File: src/hw/rtl/cpd_pkg.sv
`timescale 1ns / 1ps
// Shared constants, types and helpers for the cascaded PID controller.
// No dependencies; imported by every other file of the block but cpd_if.
package cpd_pkg;

    localparam int FRAC_BITS      = 8;
    localparam int INTEGRAL_WIDTH = 40;
    localparam int ACC_W          = 64;
    // serial multiplier: one gain bit per cycle
    localparam int MUL_B_W        = 16;
    localparam int MUL_CNT_W      = $clog2(MUL_B_W + 1);
    // serial divider: one quotient bit per cycle
    localparam int DIV_W          = 56;
    localparam int DIV_CNT_W      = $clog2(DIV_W + 1);
    localparam int DEN_W          = 10 + FRAC_BITS;

    localparam int MS_PER_S       = 1000;
    localparam int DRIVE_MIN      = -300;
    localparam int DRIVE_MAX      = 700;
    localparam int PULSE_MIN      = 1000;
    localparam int PULSE_MAX      = 2000;

    // register indexes on the configuration port
    localparam logic [2:0] REG_SETPOINT = 3'd0;
    localparam logic [2:0] REG_KP_OUTER = 3'd1;
    localparam logic [2:0] REG_KP_INNER = 3'd2;
    localparam logic [2:0] REG_KI_INNER = 3'd3;
    localparam logic [2:0] REG_KD_INNER = 3'd4;
    localparam logic [2:0] REG_THROTTLE = 3'd5;
    localparam logic [2:0] REG_WINDOW   = 3'd6;

    typedef struct packed {
        logic                    start;
        logic signed [ACC_W-1:0] a;
        logic [MUL_B_W-1:0]      b;
    } t_mul_req;

    typedef struct packed {
        logic                    start;
        logic signed [ACC_W-1:0] num;
        logic [DEN_W-1:0]        den;
    } t_div_req;

    typedef struct packed {
        logic                    done;
        logic signed [ACC_W-1:0] value;
    } t_unit_rsp;

endpackage

File: src/hw/rtl/cpd_if.sv
`timescale 1ns / 1ps
// Valid/ready channel interfaces for the input beat and the result beat.
// Depends on nothing.
interface cpd_in_if;
    logic               valid;
    logic               ready;
    logic signed [16:0] pitch_angle;
    logic signed [15:0] pitch_rate;
    logic [7:0]         elapsed_ms;
    logic               outer_due;
    logic               inner_due;
    modport source (output valid, pitch_angle, pitch_rate, elapsed_ms, outer_due,
                    inner_due, input ready);
    modport sink   (input valid, pitch_angle, pitch_rate, elapsed_ms, outer_due,
                    inner_due, output ready);
endinterface

interface cpd_out_if;
    logic               valid;
    logic               ready;
    logic signed [10:0] drive;
    logic [10:0]        pulse_a;
    logic [10:0]        pulse_b;
    logic               derivative_skipped;
    modport source (output valid, drive, pulse_a, pulse_b, derivative_skipped,
                    input ready);
    modport sink   (input valid, drive, pulse_a, pulse_b, derivative_skipped,
                    output ready);
endinterface

File: src/hw/rtl/cpd_mul.sv
`timescale 1ns / 1ps
// Bit-serial shift-add multiplier: signed multiplicand times unsigned gain.
// Depends on cpd_pkg.
module cpd_mul
    import cpd_pkg::*;
(
    input  logic      i_clk,
    input  logic      i_rst_n,
    input  t_mul_req  i_req,
    output t_unit_rsp o_rsp
);

    logic                    r_busy, n_busy;
    logic                    r_done, n_done;
    logic [MUL_CNT_W-1:0]    r_cnt, n_cnt;
    logic signed [ACC_W-1:0] r_a, n_a;
    logic [MUL_B_W-1:0]      r_b, n_b;
    logic signed [ACC_W-1:0] r_acc, n_acc;

    // one gain bit per cycle, multiplicand shifts left
    always_comb begin
        n_busy = r_busy;
        n_done = 1'b0;
        n_cnt  = r_cnt;
        n_a    = r_a;
        n_b    = r_b;
        n_acc  = r_acc;
        if (!r_busy && i_req.start) begin
            n_busy = 1'b1;
            n_cnt  = '0;
            n_a    = i_req.a;
            n_b    = i_req.b;
            n_acc  = '0;
        end else if (r_busy) begin
            if (r_b[0]) n_acc = r_acc + r_a;
            n_a   = r_a <<< 1;
            n_b   = r_b >> 1;
            n_cnt = r_cnt + 1'b1;
            if (r_cnt == MUL_CNT_W'(MUL_B_W - 1)) begin
                n_busy = 1'b0;
                n_done = 1'b1;
            end
        end
    end

    always_ff @(posedge i_clk) begin
        if (!i_rst_n) begin
            r_busy <= 1'b0;
            r_done <= 1'b0;
            r_cnt  <= '0;
        end else begin
            r_busy <= n_busy;
            r_done <= n_done;
            r_cnt  <= n_cnt;
        end
        r_a   <= n_a;
        r_b   <= n_b;
        r_acc <= n_acc;
    end

    assign o_rsp.done  = r_done;
    assign o_rsp.value = r_acc;

endmodule

File: src/hw/rtl/cpd_div.sv
`timescale 1ns / 1ps
// Bit-serial restoring divider giving the floor quotient of a signed
// numerator by a positive divisor. Depends on cpd_pkg.
module cpd_div
    import cpd_pkg::*;
(
    input  logic      i_clk,
    input  logic      i_rst_n,
    input  t_div_req  i_req,
    output t_unit_rsp o_rsp
);

    logic                    r_busy, n_busy;
    logic                    r_done, n_done;
    logic                    r_fix, n_fix;
    logic                    r_neg, n_neg;
    logic [DIV_CNT_W-1:0]    r_cnt, n_cnt;
    logic [DIV_W-1:0]        r_q, n_q;
    logic [DEN_W-1:0]        r_rem, n_rem;
    logic [DEN_W-1:0]        r_den, n_den;
    logic signed [ACC_W-1:0] r_res, n_res;
    logic [ACC_W-1:0]        w_mag;
    logic [DEN_W:0]          w_sh;

    assign w_mag = i_req.num[ACC_W-1] ? ACC_W'(-i_req.num) : ACC_W'(i_req.num);
    assign w_sh  = {r_rem, r_q[DIV_W-1]};

    // quotient bits shift in where the numerator bits shift out
    always_comb begin
        n_busy = r_busy;
        n_done = 1'b0;
        n_fix  = 1'b0;
        n_neg  = r_neg;
        n_cnt  = r_cnt;
        n_q    = r_q;
        n_rem  = r_rem;
        n_den  = r_den;
        n_res  = r_res;
        if (!r_busy && !r_fix && i_req.start) begin
            n_busy = 1'b1;
            n_cnt  = '0;
            n_neg  = i_req.num[ACC_W-1];
            n_q    = w_mag[DIV_W-1:0];
            n_rem  = '0;
            n_den  = i_req.den;
        end else if (r_busy) begin
            if (w_sh >= {1'b0, r_den}) begin
                n_rem = DEN_W'(w_sh - {1'b0, r_den});
                n_q   = {r_q[DIV_W-2:0], 1'b1};
            end else begin
                n_rem = w_sh[DEN_W-1:0];
                n_q   = {r_q[DIV_W-2:0], 1'b0};
            end
            n_cnt = r_cnt + 1'b1;
            if (r_cnt == DIV_CNT_W'(DIV_W - 1)) begin
                n_busy = 1'b0;
                n_fix  = 1'b1;
            end
        end else if (r_fix) begin
            // negative numerator: floor rounds down past a remainder
            if (r_neg)
                n_res = -$signed(ACC_W'(r_q)) - ((r_rem != '0) ? 1 : 0);
            else
                n_res = $signed(ACC_W'(r_q));
            n_done = 1'b1;
        end
    end

    always_ff @(posedge i_clk) begin
        if (!i_rst_n) begin
            r_busy <= 1'b0;
            r_done <= 1'b0;
            r_fix  <= 1'b0;
            r_cnt  <= '0;
        end else begin
            r_busy <= n_busy;
            r_done <= n_done;
            r_fix  <= n_fix;
            r_cnt  <= n_cnt;
        end
        r_neg <= n_neg;
        r_q   <= n_q;
        r_rem <= n_rem;
        r_den <= n_den;
        r_res <= n_res;
    end

    assign o_rsp.done  = r_done;
    assign o_rsp.value = r_res;

endmodule

File: src/hw/rtl/cascaded_pid_dual_pwm.sv
`timescale 1ns / 1ps
// Cascaded angle/rate PID with two opposed motor pulses; top level.
// A beat with no loop due goes straight to the finish state; the outer loop
// adds one serial multiply; the inner loop adds up to four serial multiplies,
// two 56-bit serial divides, and the error and sum steps. One beat is in
// flight at a time: the next beat can be taken in the cycle after the result
// registers, and the result waits in the finish state while it is stalled.
// Synchronous active-low reset restores register defaults and zeroes state.
module cascaded_pid_dual_pwm
    import cpd_pkg::*;
(
    input  logic          i_clk,
    input  logic          i_rst_n,
    input  logic          i_cfg_we,
    input  logic [2:0]    i_cfg_idx,
    input  logic [16:0]   i_cfg_data,
    cpd_in_if.sink        i_in,
    cpd_out_if.source     o_out
);

    localparam logic signed [ACC_W-1:0] HALF    = ACC_W'(1) <<< (FRAC_BITS - 1);
    localparam logic signed [ACC_W-1:0] HALF_I  = ACC_W'(MS_PER_S) <<< (FRAC_BITS - 1);
    localparam logic [DEN_W-1:0]        DEN_I   = DEN_W'(MS_PER_S) << FRAC_BITS;
    localparam logic signed [ACC_W-1:0] SUM_LO  = ACC_W'(DRIVE_MIN) <<< FRAC_BITS;
    localparam logic signed [ACC_W-1:0] SUM_HI  = ACC_W'(DRIVE_MAX) <<< FRAC_BITS;
    localparam logic signed [ACC_W:0]   INT_MAX = (ACC_W+1)'((65'sd1 <<< (INTEGRAL_WIDTH - 1)) - 1);
    localparam logic signed [ACC_W:0]   INT_MIN = -INT_MAX - 1;

    typedef enum logic [10:0] {
        S_IDLE  = 11'b00000000001,
        S_OUTER = 11'b00000000010,
        S_ERR   = 11'b00000000100,
        S_PMUL  = 11'b00000001000,
        S_IMUL  = 11'b00000010000,
        S_IMS   = 11'b00000100000,
        S_IDIV  = 11'b00001000000,
        S_DMUL  = 11'b00010000000,
        S_DDIV  = 11'b00100000000,
        S_SUM   = 11'b01000000000,
        S_FIN   = 11'b10000000000
    } t_state;

    // configuration registers
    logic signed [16:0] r_setpoint;
    logic [15:0]        r_kp_outer, r_kp_inner, r_ki_inner, r_kd_inner, r_window;
    logic [10:0]        r_throttle;

    // captured beat
    logic signed [16:0] r_angle;
    logic signed [15:0] r_rate;
    logic [7:0]         r_ms;
    logic               r_inner_due;

    // loop state
    t_state                   r_state;
    logic                     r_launched;
    logic signed [31:0]       r_outer_term;
    logic signed [INTEGRAL_WIDTH-1:0] r_integral;
    logic signed [31:0]       r_last;
    logic signed [10:0]       r_held;
    logic signed [31:0]       r_e;
    logic                     r_in_win;
    logic signed [ACC_W-1:0]  r_p, r_d, r_tmp;
    logic                     r_skip;

    // output register
    logic                     r_out_valid;
    logic signed [10:0]       r_drive;
    logic [10:0]              r_pa, r_pb;
    logic                     r_out_skip;

    t_mul_req  w_mul_req;
    t_div_req  w_div_req;
    t_unit_rsp w_mul_rsp, w_div_rsp;

    logic signed [31:0]       w_e;
    logic [31:0]              w_mag;
    logic signed [ACC_W-1:0]  w_rounded;
    logic signed [ACC_W:0]    w_int_sum;
    logic signed [ACC_W-1:0]  w_sum, w_clamp;
    logic signed [12:0]       w_pa, w_pb;
    logic [10:0]              w_pa_c, w_pb_c;
    logic                     w_out_free;

    cpd_mul u_mul (.i_clk(i_clk), .i_rst_n(i_rst_n), .i_req(w_mul_req), .o_rsp(w_mul_rsp));
    cpd_div u_div (.i_clk(i_clk), .i_rst_n(i_rst_n), .i_req(w_div_req), .o_rsp(w_div_rsp));

    assign i_in.ready = (r_state == S_IDLE);
    assign w_out_free = !r_out_valid || o_out.ready;

    // inner error and its window test
    assign w_e   = r_outer_term - 32'(r_rate);
    assign w_mag = w_e[31] ? 32'(-w_e) : 32'(w_e);

    assign w_rounded = (w_mul_rsp.value + HALF) >>> FRAC_BITS;
    assign w_int_sum = (ACC_W+1)'(r_integral) + (ACC_W+1)'(w_div_rsp.value);

    // PID sum, clamp to the drive range
    assign w_sum   = r_p + ACC_W'(r_integral) + r_d;
    assign w_clamp = (w_sum < SUM_LO) ? SUM_LO : ((w_sum > SUM_HI) ? SUM_HI : w_sum);

    // motor pulses from the held drive
    assign w_pa   = $signed({2'b00, r_throttle}) + 13'(r_held);
    assign w_pb   = $signed({2'b00, r_throttle}) - 13'(r_held);
    assign w_pa_c = (w_pa < 13'(PULSE_MIN)) ? 11'(PULSE_MIN)
                  : ((w_pa > 13'(PULSE_MAX)) ? 11'(PULSE_MAX) : w_pa[10:0]);
    assign w_pb_c = (w_pb < 13'(PULSE_MIN)) ? 11'(PULSE_MIN)
                  : ((w_pb > 13'(PULSE_MAX)) ? 11'(PULSE_MAX) : w_pb[10:0]);

    // unit requests per state
    always_comb begin
        w_mul_req.start = 1'b0;
        w_mul_req.a     = '0;
        w_mul_req.b     = '0;
        w_div_req.start = 1'b0;
        w_div_req.num   = '0;
        w_div_req.den   = '0;
        case (r_state)
            S_OUTER: begin
                w_mul_req.start = !r_launched;
                w_mul_req.a     = ACC_W'(r_angle) - ACC_W'(r_setpoint);
                w_mul_req.b     = r_kp_outer;
            end
            S_PMUL: begin
                w_mul_req.start = !r_launched;
                w_mul_req.a     = ACC_W'(r_e);
                w_mul_req.b     = r_kp_inner;
            end
            S_IMUL: begin
                w_mul_req.start = !r_launched;
                w_mul_req.a     = ACC_W'(r_e);
                w_mul_req.b     = r_ki_inner;
            end
            S_IMS: begin
                w_mul_req.start = !r_launched;
                w_mul_req.a     = r_tmp;
                w_mul_req.b     = MUL_B_W'(r_ms);
            end
            S_IDIV: begin
                w_div_req.start = !r_launched;
                w_div_req.num   = r_tmp + HALF_I;
                w_div_req.den   = DEN_I;
            end
            S_DMUL: begin
                w_mul_req.start = !r_launched;
                w_mul_req.a     = ACC_W'(r_e) - ACC_W'(r_last);
                w_mul_req.b     = r_kd_inner;
            end
            S_DDIV: begin
                // times 1000 as 1024 - 16 - 8
                w_div_req.start = !r_launched;
                w_div_req.num   = (r_tmp <<< 10) - (r_tmp <<< 4) - (r_tmp <<< 3)
                                + (ACC_W'(r_ms) <<< (FRAC_BITS - 1));
                w_div_req.den   = DEN_W'(r_ms) << FRAC_BITS;
            end
            default: ;
        endcase
    end

    // configuration writes
    always_ff @(posedge i_clk) begin
        if (!i_rst_n) begin
            r_setpoint <= '0;
            r_kp_outer <= 16'd3072;
            r_kp_inner <= 16'd154;
            r_ki_inner <= 16'd26;
            r_kd_inner <= 16'd51;
            r_throttle <= 11'd1300;
            r_window   <= 16'd2560;
        end else if (i_cfg_we) begin
            case (i_cfg_idx)
                REG_SETPOINT: r_setpoint <= $signed(i_cfg_data);
                REG_KP_OUTER: r_kp_outer <= i_cfg_data[15:0];
                REG_KP_INNER: r_kp_inner <= i_cfg_data[15:0];
                REG_KI_INNER: r_ki_inner <= i_cfg_data[15:0];
                REG_KD_INNER: r_kd_inner <= i_cfg_data[15:0];
                REG_THROTTLE: r_throttle <= i_cfg_data[10:0];
                REG_WINDOW:   r_window   <= i_cfg_data[15:0];
                default: ;
            endcase
        end
    end

    // sequencer
    always_ff @(posedge i_clk) begin
        if (!i_rst_n) begin
            r_state      <= S_IDLE;
            r_launched   <= 1'b0;
            r_outer_term <= '0;
            r_integral   <= '0;
            r_last       <= '0;
            r_held       <= '0;
            r_out_valid  <= 1'b0;
        end else begin
            // result beat leaves; the finish state sets it again itself
            if (o_out.ready && r_state != S_FIN) r_out_valid <= 1'b0;
            if (w_mul_req.start || w_div_req.start) r_launched <= 1'b1;
            case (r_state)
                S_IDLE: begin
                    if (i_in.valid) begin
                        r_angle     <= i_in.pitch_angle;
                        r_rate      <= i_in.pitch_rate;
                        r_ms        <= i_in.elapsed_ms;
                        r_inner_due <= i_in.inner_due;
                        r_skip      <= 1'b0;
                        r_d         <= '0;
                        if (i_in.outer_due)      r_state <= S_OUTER;
                        else if (i_in.inner_due) r_state <= S_ERR;
                        else                     r_state <= S_FIN;
                    end
                end
                S_OUTER: begin
                    if (w_mul_rsp.done) begin
                        r_launched   <= 1'b0;
                        r_outer_term <= w_rounded[31:0];
                        r_state      <= r_inner_due ? S_ERR : S_FIN;
                    end
                end
                S_ERR: begin
                    r_e      <= w_e;
                    r_in_win <= (w_mag < 32'(r_window));
                    r_state  <= S_PMUL;
                end
                S_PMUL: begin
                    if (w_mul_rsp.done) begin
                        r_launched <= 1'b0;
                        r_p        <= w_rounded;
                        if (r_in_win) begin
                            r_state <= S_IMUL;
                        end else if (r_ms == '0) begin
                            r_skip  <= 1'b1;
                            r_state <= S_SUM;
                        end else begin
                            r_state <= S_DMUL;
                        end
                    end
                end
                S_IMUL, S_IMS, S_DMUL: begin
                    if (w_mul_rsp.done) begin
                        r_launched <= 1'b0;
                        r_tmp      <= w_mul_rsp.value;
                        if (r_state == S_IMUL)      r_state <= S_IMS;
                        else if (r_state == S_IMS)  r_state <= S_IDIV;
                        else                        r_state <= S_DDIV;
                    end
                end
                S_IDIV: begin
                    if (w_div_rsp.done) begin
                        r_launched <= 1'b0;
                        // saturate the integral to its width
                        if (w_int_sum > INT_MAX)
                            r_integral <= INTEGRAL_WIDTH'(INT_MAX);
                        else if (w_int_sum < INT_MIN)
                            r_integral <= INTEGRAL_WIDTH'(INT_MIN);
                        else
                            r_integral <= w_int_sum[INTEGRAL_WIDTH-1:0];
                        if (r_ms == '0) begin
                            r_skip  <= 1'b1;
                            r_state <= S_SUM;
                        end else begin
                            r_state <= S_DMUL;
                        end
                    end
                end
                S_DDIV: begin
                    if (w_div_rsp.done) begin
                        r_launched <= 1'b0;
                        r_d        <= w_div_rsp.value;
                        r_state    <= S_SUM;
                    end
                end
                S_SUM: begin
                    r_held  <= 11'((w_clamp + HALF) >>> FRAC_BITS);
                    r_last  <= r_e;
                    r_state <= S_FIN;
                end
                S_FIN: begin
                    if (w_out_free) begin
                        r_out_valid <= 1'b1;
                        r_drive     <= r_held;
                        r_pa        <= w_pa_c;
                        r_pb        <= w_pb_c;
                        r_out_skip  <= r_skip;
                        r_state     <= S_IDLE;
                    end
                end
                default: r_state <= S_IDLE;
            endcase
        end
    end

    assign o_out.valid              = r_out_valid;
    assign o_out.drive              = r_drive;
    assign o_out.pulse_a            = r_pa;
    assign o_out.pulse_b            = r_pb;
    assign o_out.derivative_skipped = r_out_skip;

endmodule

File: src/flat_wrapper.sv
// flat-port wrapper written by rule: the top's interface ports become plain ports
module cascaded_pid_dual_pwm_flat import cpd_pkg::*;
  (i_clk, i_rst_n, i_cfg_we, i_cfg_idx, i_cfg_data, i_in_valid, i_in_pitch_angle, i_in_pitch_rate, i_in_elapsed_ms, i_in_outer_due, i_in_inner_due, i_in_ready, o_out_valid, o_out_drive, o_out_pulse_a, o_out_pulse_b, o_out_derivative_skipped, o_out_ready);
  cpd_in_if i_in_i ();
  cpd_out_if o_out_i ();
  input  logic i_clk;
  input  logic i_rst_n;
  input  logic i_cfg_we;
  input  logic [2:0] i_cfg_idx;
  input  logic [16:0] i_cfg_data;
  input wire logic [$bits(i_in_i.valid)-1:0] i_in_valid;
  input wire logic [$bits(i_in_i.pitch_angle)-1:0] i_in_pitch_angle;
  input wire logic [$bits(i_in_i.pitch_rate)-1:0] i_in_pitch_rate;
  input wire logic [$bits(i_in_i.elapsed_ms)-1:0] i_in_elapsed_ms;
  input wire logic [$bits(i_in_i.outer_due)-1:0] i_in_outer_due;
  input wire logic [$bits(i_in_i.inner_due)-1:0] i_in_inner_due;
  output wire logic [$bits(i_in_i.ready)-1:0] i_in_ready;
  output wire logic [$bits(o_out_i.valid)-1:0] o_out_valid;
  output wire logic [$bits(o_out_i.drive)-1:0] o_out_drive;
  output wire logic [$bits(o_out_i.pulse_a)-1:0] o_out_pulse_a;
  output wire logic [$bits(o_out_i.pulse_b)-1:0] o_out_pulse_b;
  output wire logic [$bits(o_out_i.derivative_skipped)-1:0] o_out_derivative_skipped;
  input wire logic [$bits(o_out_i.ready)-1:0] o_out_ready;
  assign i_in_i.valid = i_in_valid;
  assign i_in_i.pitch_angle = i_in_pitch_angle;
  assign i_in_i.pitch_rate = i_in_pitch_rate;
  assign i_in_i.elapsed_ms = i_in_elapsed_ms;
  assign i_in_i.outer_due = i_in_outer_due;
  assign i_in_i.inner_due = i_in_inner_due;
  assign i_in_ready = i_in_i.ready;
  assign o_out_valid = o_out_i.valid;
  assign o_out_drive = o_out_i.drive;
  assign o_out_pulse_a = o_out_i.pulse_a;
  assign o_out_pulse_b = o_out_i.pulse_b;
  assign o_out_derivative_skipped = o_out_i.derivative_skipped;
  assign o_out_i.ready = o_out_ready;
  cascaded_pid_dual_pwm u_core (.i_clk(i_clk), .i_rst_n(i_rst_n), .i_cfg_we(i_cfg_we), .i_cfg_idx(i_cfg_idx), .i_cfg_data(i_cfg_data), .i_in(i_in_i), .o_out(o_out_i));
endmodule
File: config.mk
export PLATFORM = sky130hd
export DESIGN_NAME = cascaded_pid_dual_pwm_flat
export DESIGN_NICKNAME = d
export VERILOG_FILES = /design/src/hw/rtl/cpd_pkg.sv /design/src/hw/rtl/cpd_if.sv /design/src/hw/rtl/cpd_mul.sv /design/src/hw/rtl/cpd_div.sv /design/src/hw/rtl/cascaded_pid_dual_pwm.sv /design/src/flat_wrapper.sv
export SDC_FILE = /design/constraint.sdc
export NUM_CORES = 2
export LEC_CHECK = 0
export BUFFER_PORTS_ARGS = -buffer_cell sky130_fd_sc_hd__buf_2
export CAP_MARGIN = 15
export CORE_ASPECT_RATIO = 0.8
export CORE_MARGIN = 4
export CORE_UTILIZATION = 65
export DETAILED_ROUTE_END_ITERATION = 10
export HOLD_SLACK_MARGIN = 0.05
export PLACE_DENSITY = 0.91
export SYNTH_ARGS = -nofsm -noshare
export SYNTH_HDL_FRONTEND = slang
export SYNTH_SLANG_ARGS = --single-unit
File: constraint.sdc
create_clock -name i_clk -period 10.37 [get_ports i_clk]
set_clock_uncertainty 0.2 [all_clocks]
set_input_delay 2.074 -clock i_clk [delete_from_list [all_inputs] [get_ports i_clk]]
set_output_delay 2.074 -clock i_clk [all_outputs]
set_load 0.05 [all_outputs]
==> flow_summary.ini <==
[cts]
cts_inserted_buffers = 87
cts_tree = done
post-cts-setup-buffer-count = 0
cts_root_buffer = clkbuf_16
cts_hold_buf = 0
h-tree-depth = 3
insertion_delay_ps = 690
cts-resized-gates = 0
clk_pin_slew_ps = 60
cts_buffer_depth = 3
clock-sinks = 838

[setup_path]
cp.required_ps = 10720
r2r_slack_ps = 2740
crit_fanout = 10
regToRegStartpoint = u_core.r_d[1]$_SDFFCE_PN0P_
crit_start = u_core.r_d[1]$_SDFFCE_PN0P_
crit_path_start_kind = flop
rr_worst_depth = 25
r2r_end = u_core.r_held[5]$_SDFFE_PN0P_
end_kind = flop
worstPathArrival_ps = 7980
cp-endpoint = u_core.r_held[5]$_SDFFE_PN0P_
crit_type = flop to flop

[sta]
finalSetupTns_ps = 0
tightest_slew_ps = 1331
fmax_ghz = 0.1310
relSlewSlack_pct = 10.62
setup_viol = 0
fin_crit_sh_pct = 73.61
rsz0062_at_grt = no
fin_hold_ws_ps = 254.2
finalCriticalPeriod_ps = 7634
hold_viol_final = 0
slew_violations = 0

[floorplan]
initial_utilization_pct = 65.46
core.rowCount = 103
die_y_um = 289.8
die_w_um = 360.3
fp.coreArea_sq_um = 98590
io_pins = 104
die_area_sq_um = 104400

[final_layout]
drive_gt1_share_pct = 5.763
final_cells = 8729
fin_area_sq_um = 68970
final_common_cell = nand2_1
area_growth_pct = 6.865
fin_nets = 8090
fin_util_pct = 69.95
final_cell_mix = 941 x nand2_1, 720 x a21oi_1, 552 x ha_1
fillers = 7326

[synth]
syn_area_sq_um = 64540
synth_nets = 8160
ys_seq_area_share_pct = 33.81
synth-edff-count = 504
yosysUniqueCellTypes = 118
synthArstFlopShare_pct = 0
synth_flop_cell = edfxtp_1
ys_seq_elements = 838
synth_warnings = 0
netlist_instances = 7407
avgSynthCellArea_sq_um = 8.713

[run_status]
status = finished, final reports clean

[routing]
vias = 60236
drtPass1Iterations = 10
postRouteAntennaNets = 0
drt-total-wl_mm = 207.6
wl_per_cell_um = 23.78
initialDrtViolationCount = 9898
vias_per_cell = 6.901
drc = 0

[placement]
hpwl_mm = 156.0
gp_congestion = 1.057
io_buffers = 103
placed_cells = 8557
placed_area_sq_um = 66020

[pwr]
vdd_drop_max_mv = 0.1848
power_density_nw_per_um2 = 148.9
power.leakage_nw = 28.27

[run]
cap_violations = 0

[global_routing]
grt_max_degree = 93
grt_util_all_layers_pct = 37.89
antenna_found_initial = 12
grt_pass1_wl_mm = 316.1
grt_pass1_vias = 55145
grt-ovfl-total = 0

[hold_path]
hp-class = flop to flop
## area by class of cell
class | count | area (sq um) | share of cell area, %
diodes | 8 | 20.02 | 0.02903
multi-input cells | 5849 | 40090 | 58.13
clock inverters | 40 | 459.2 | 0.6658
well taps | 1312 | 1642 | 2.380
repair buffers | 166 | 1028 | 1.491
flip-flops and latches | 838 | 21820 | 31.64
clock buffers | 121 | 2417 | 3.505
inverters | 395 | 1485 | 2.153
## worst min-delay path by stage
stage / from / end / slack [ps] / cells past startpoint
floorplan: u_core.r_skip$_SDFFCE_PN0P_ / u_core.o_out.derivative_skipped$_DFFE_PP_ / 230 / 0
global placement: u_core.r_last[19]$_SDFFE_PN0P_ / u_core.r_last[19]$_SDFFE_PN0P_ / 240 / 2
detailed placement: u_core.r_last[24]$_SDFFE_PN0P_ / u_core.r_last[24]$_SDFFE_PN0P_ / 240 / 2
CTS: u_core.r_last[24]$_SDFFE_PN0P_ / u_core.r_last[24]$_SDFFE_PN0P_ / 250 / 2
global route: u_core.r_kd_inner[12]$_SDFFE_PN0P_ / u_core.r_kd_inner[12]$_SDFFE_PN0P_ / 270 / 2
finish: u_core.r_last[23]$_SDFFE_PN0P_ / u_core.r_last[23]$_SDFFE_PN0P_ / 250 / 2
## metal layers
| layer | up-vias | GRT usage, % | part of all wire (%) |
|---|---|---|---|
| met3 | 637 | 13.34 | 17 |
| met2 | 4319 | 52.27 | 40 |
| met4 | 4 | 11.90 | 3.8 |
| li1 | 26880 | - | - |
| met5 | - | 0 | 0.012 |
| met1 | 28396 | 55.48 | 40 |
## registers in the layout (all words and copies together) (netlist names), 40 cells and up
register	flops
u_core.r_d	64
u_core.r_tmp	64
u_core.u_div.r_res	64
u_core.u_mul.r_a	64
u_core.u_mul.r_acc	64
u_core.r_p	56
u_core.u_div.r_q	56
u_core.r_integral	40
## cells by family after synthesis
| kind of cell | after synthesis | synth area share (%) |
|---|---|---|
| compound gates | 2131 | 21.13 |
| buf+inv | 720 | 4.265 |
| mux | 54 | 0.8744 |
| fa+ha+maj | 685 | 14.83 |
| xor+xnor | 454 | 6.161 |
| flops | 838 | 33.81 |
| simple gates | 2525 | 18.93 |
## synthesized netlist by cell type (25+ instances only)
cell type | number | area share, %
a21o_1 | 215 | 2.5
fa_1 | 133 | 4.1
a222oi_1 | 29 | 0.45
a21boi_0 | 25 | 0.29
dfxtp_1 | 334 | 10
nor2_1 | 484 | 2.8
nand2_1 | 943 | 5.5
a211oi_1 | 60 | 0.70
a21oi_1 | 720 | 5.6
xnor2_1 | 289 | 3.9
nor4_1 | 40 | 0.39
or2_2 | 30 | 0.29
ha_1 | 552 | 11
or3_1 | 70 | 0.68
inv_1 | 393 | 2.3
o31ai_1 | 46 | 0.54
o21ai_0 | 414 | 3.2
nor3_1 | 116 | 0.90
and3_1 | 176 | 1.7
nand4_1 | 108 | 1.0
nand2b_1 | 76 | 0.74
o21bai_1 | 62 | 0.72
a211o_1 | 34 | 0.46
o211ai_1 | 78 | 0.91
clkbuf_1 | 281 | 1.6
and2_1 | 51 | 0.49
nor2b_1 | 51 | 0.49
xor2_1 | 165 | 2.2
o21a_1 | 66 | 0.77
edfxtp_1 | 504 | 23
a31oi_1 | 68 | 0.66
or4_1 | 31 | 0.36
nor3b_1 | 25 | 0.29
nand3_1 | 208 | 1.6
a22oi_1 | 36 | 0.42
mux2i_1 | 47 | 0.73
## critical path, stage by stage, from the launching register on
cell,delay [ps]
edfxtp_1,400
fa_1,550
ha_1,220
inv_1,70
fa_1,410
nand2b_1,180
a21oi_2,280
o21ai_2,160
a2111oi_4,430
o2111a_2,340
o21ai_1,110
and2_4,180
xnor2_1,710
nand4_1,150
or4_1,540
or4_1,720
mux2i_4,350
and2_1,190
ha_1,180
nand2_1,80
nor4_1,180
inv_1,100
or3_1,320
o32ai_1,160
xor2_1,200
o21ai_0,100
## per-stage QoR
| step | power [mW] | worst slack [ps] |
|---|---|---|
| floorplan | 6.026 | 967.9 |
| global placement | 6.828 | 3081 |
| detailed placement | 6.918 | 2853 |
| CTS | 10.10 | 2851 |
| global route | 10.60 | 2266 |
| finish | 10.27 | 2736 |
## report_power, final
group / switching, mW / total (mW) / internal, mW
Combinational: 1.78 / 2.78 / 0.992
Sequential: 0.419 / 4.27 / 3.85
Clock: 1.42 / 3.22 / 1.80
Total: 3.62 / 10.3 / 6.64
Note: power is estimated with default switching activity, not from simulation.
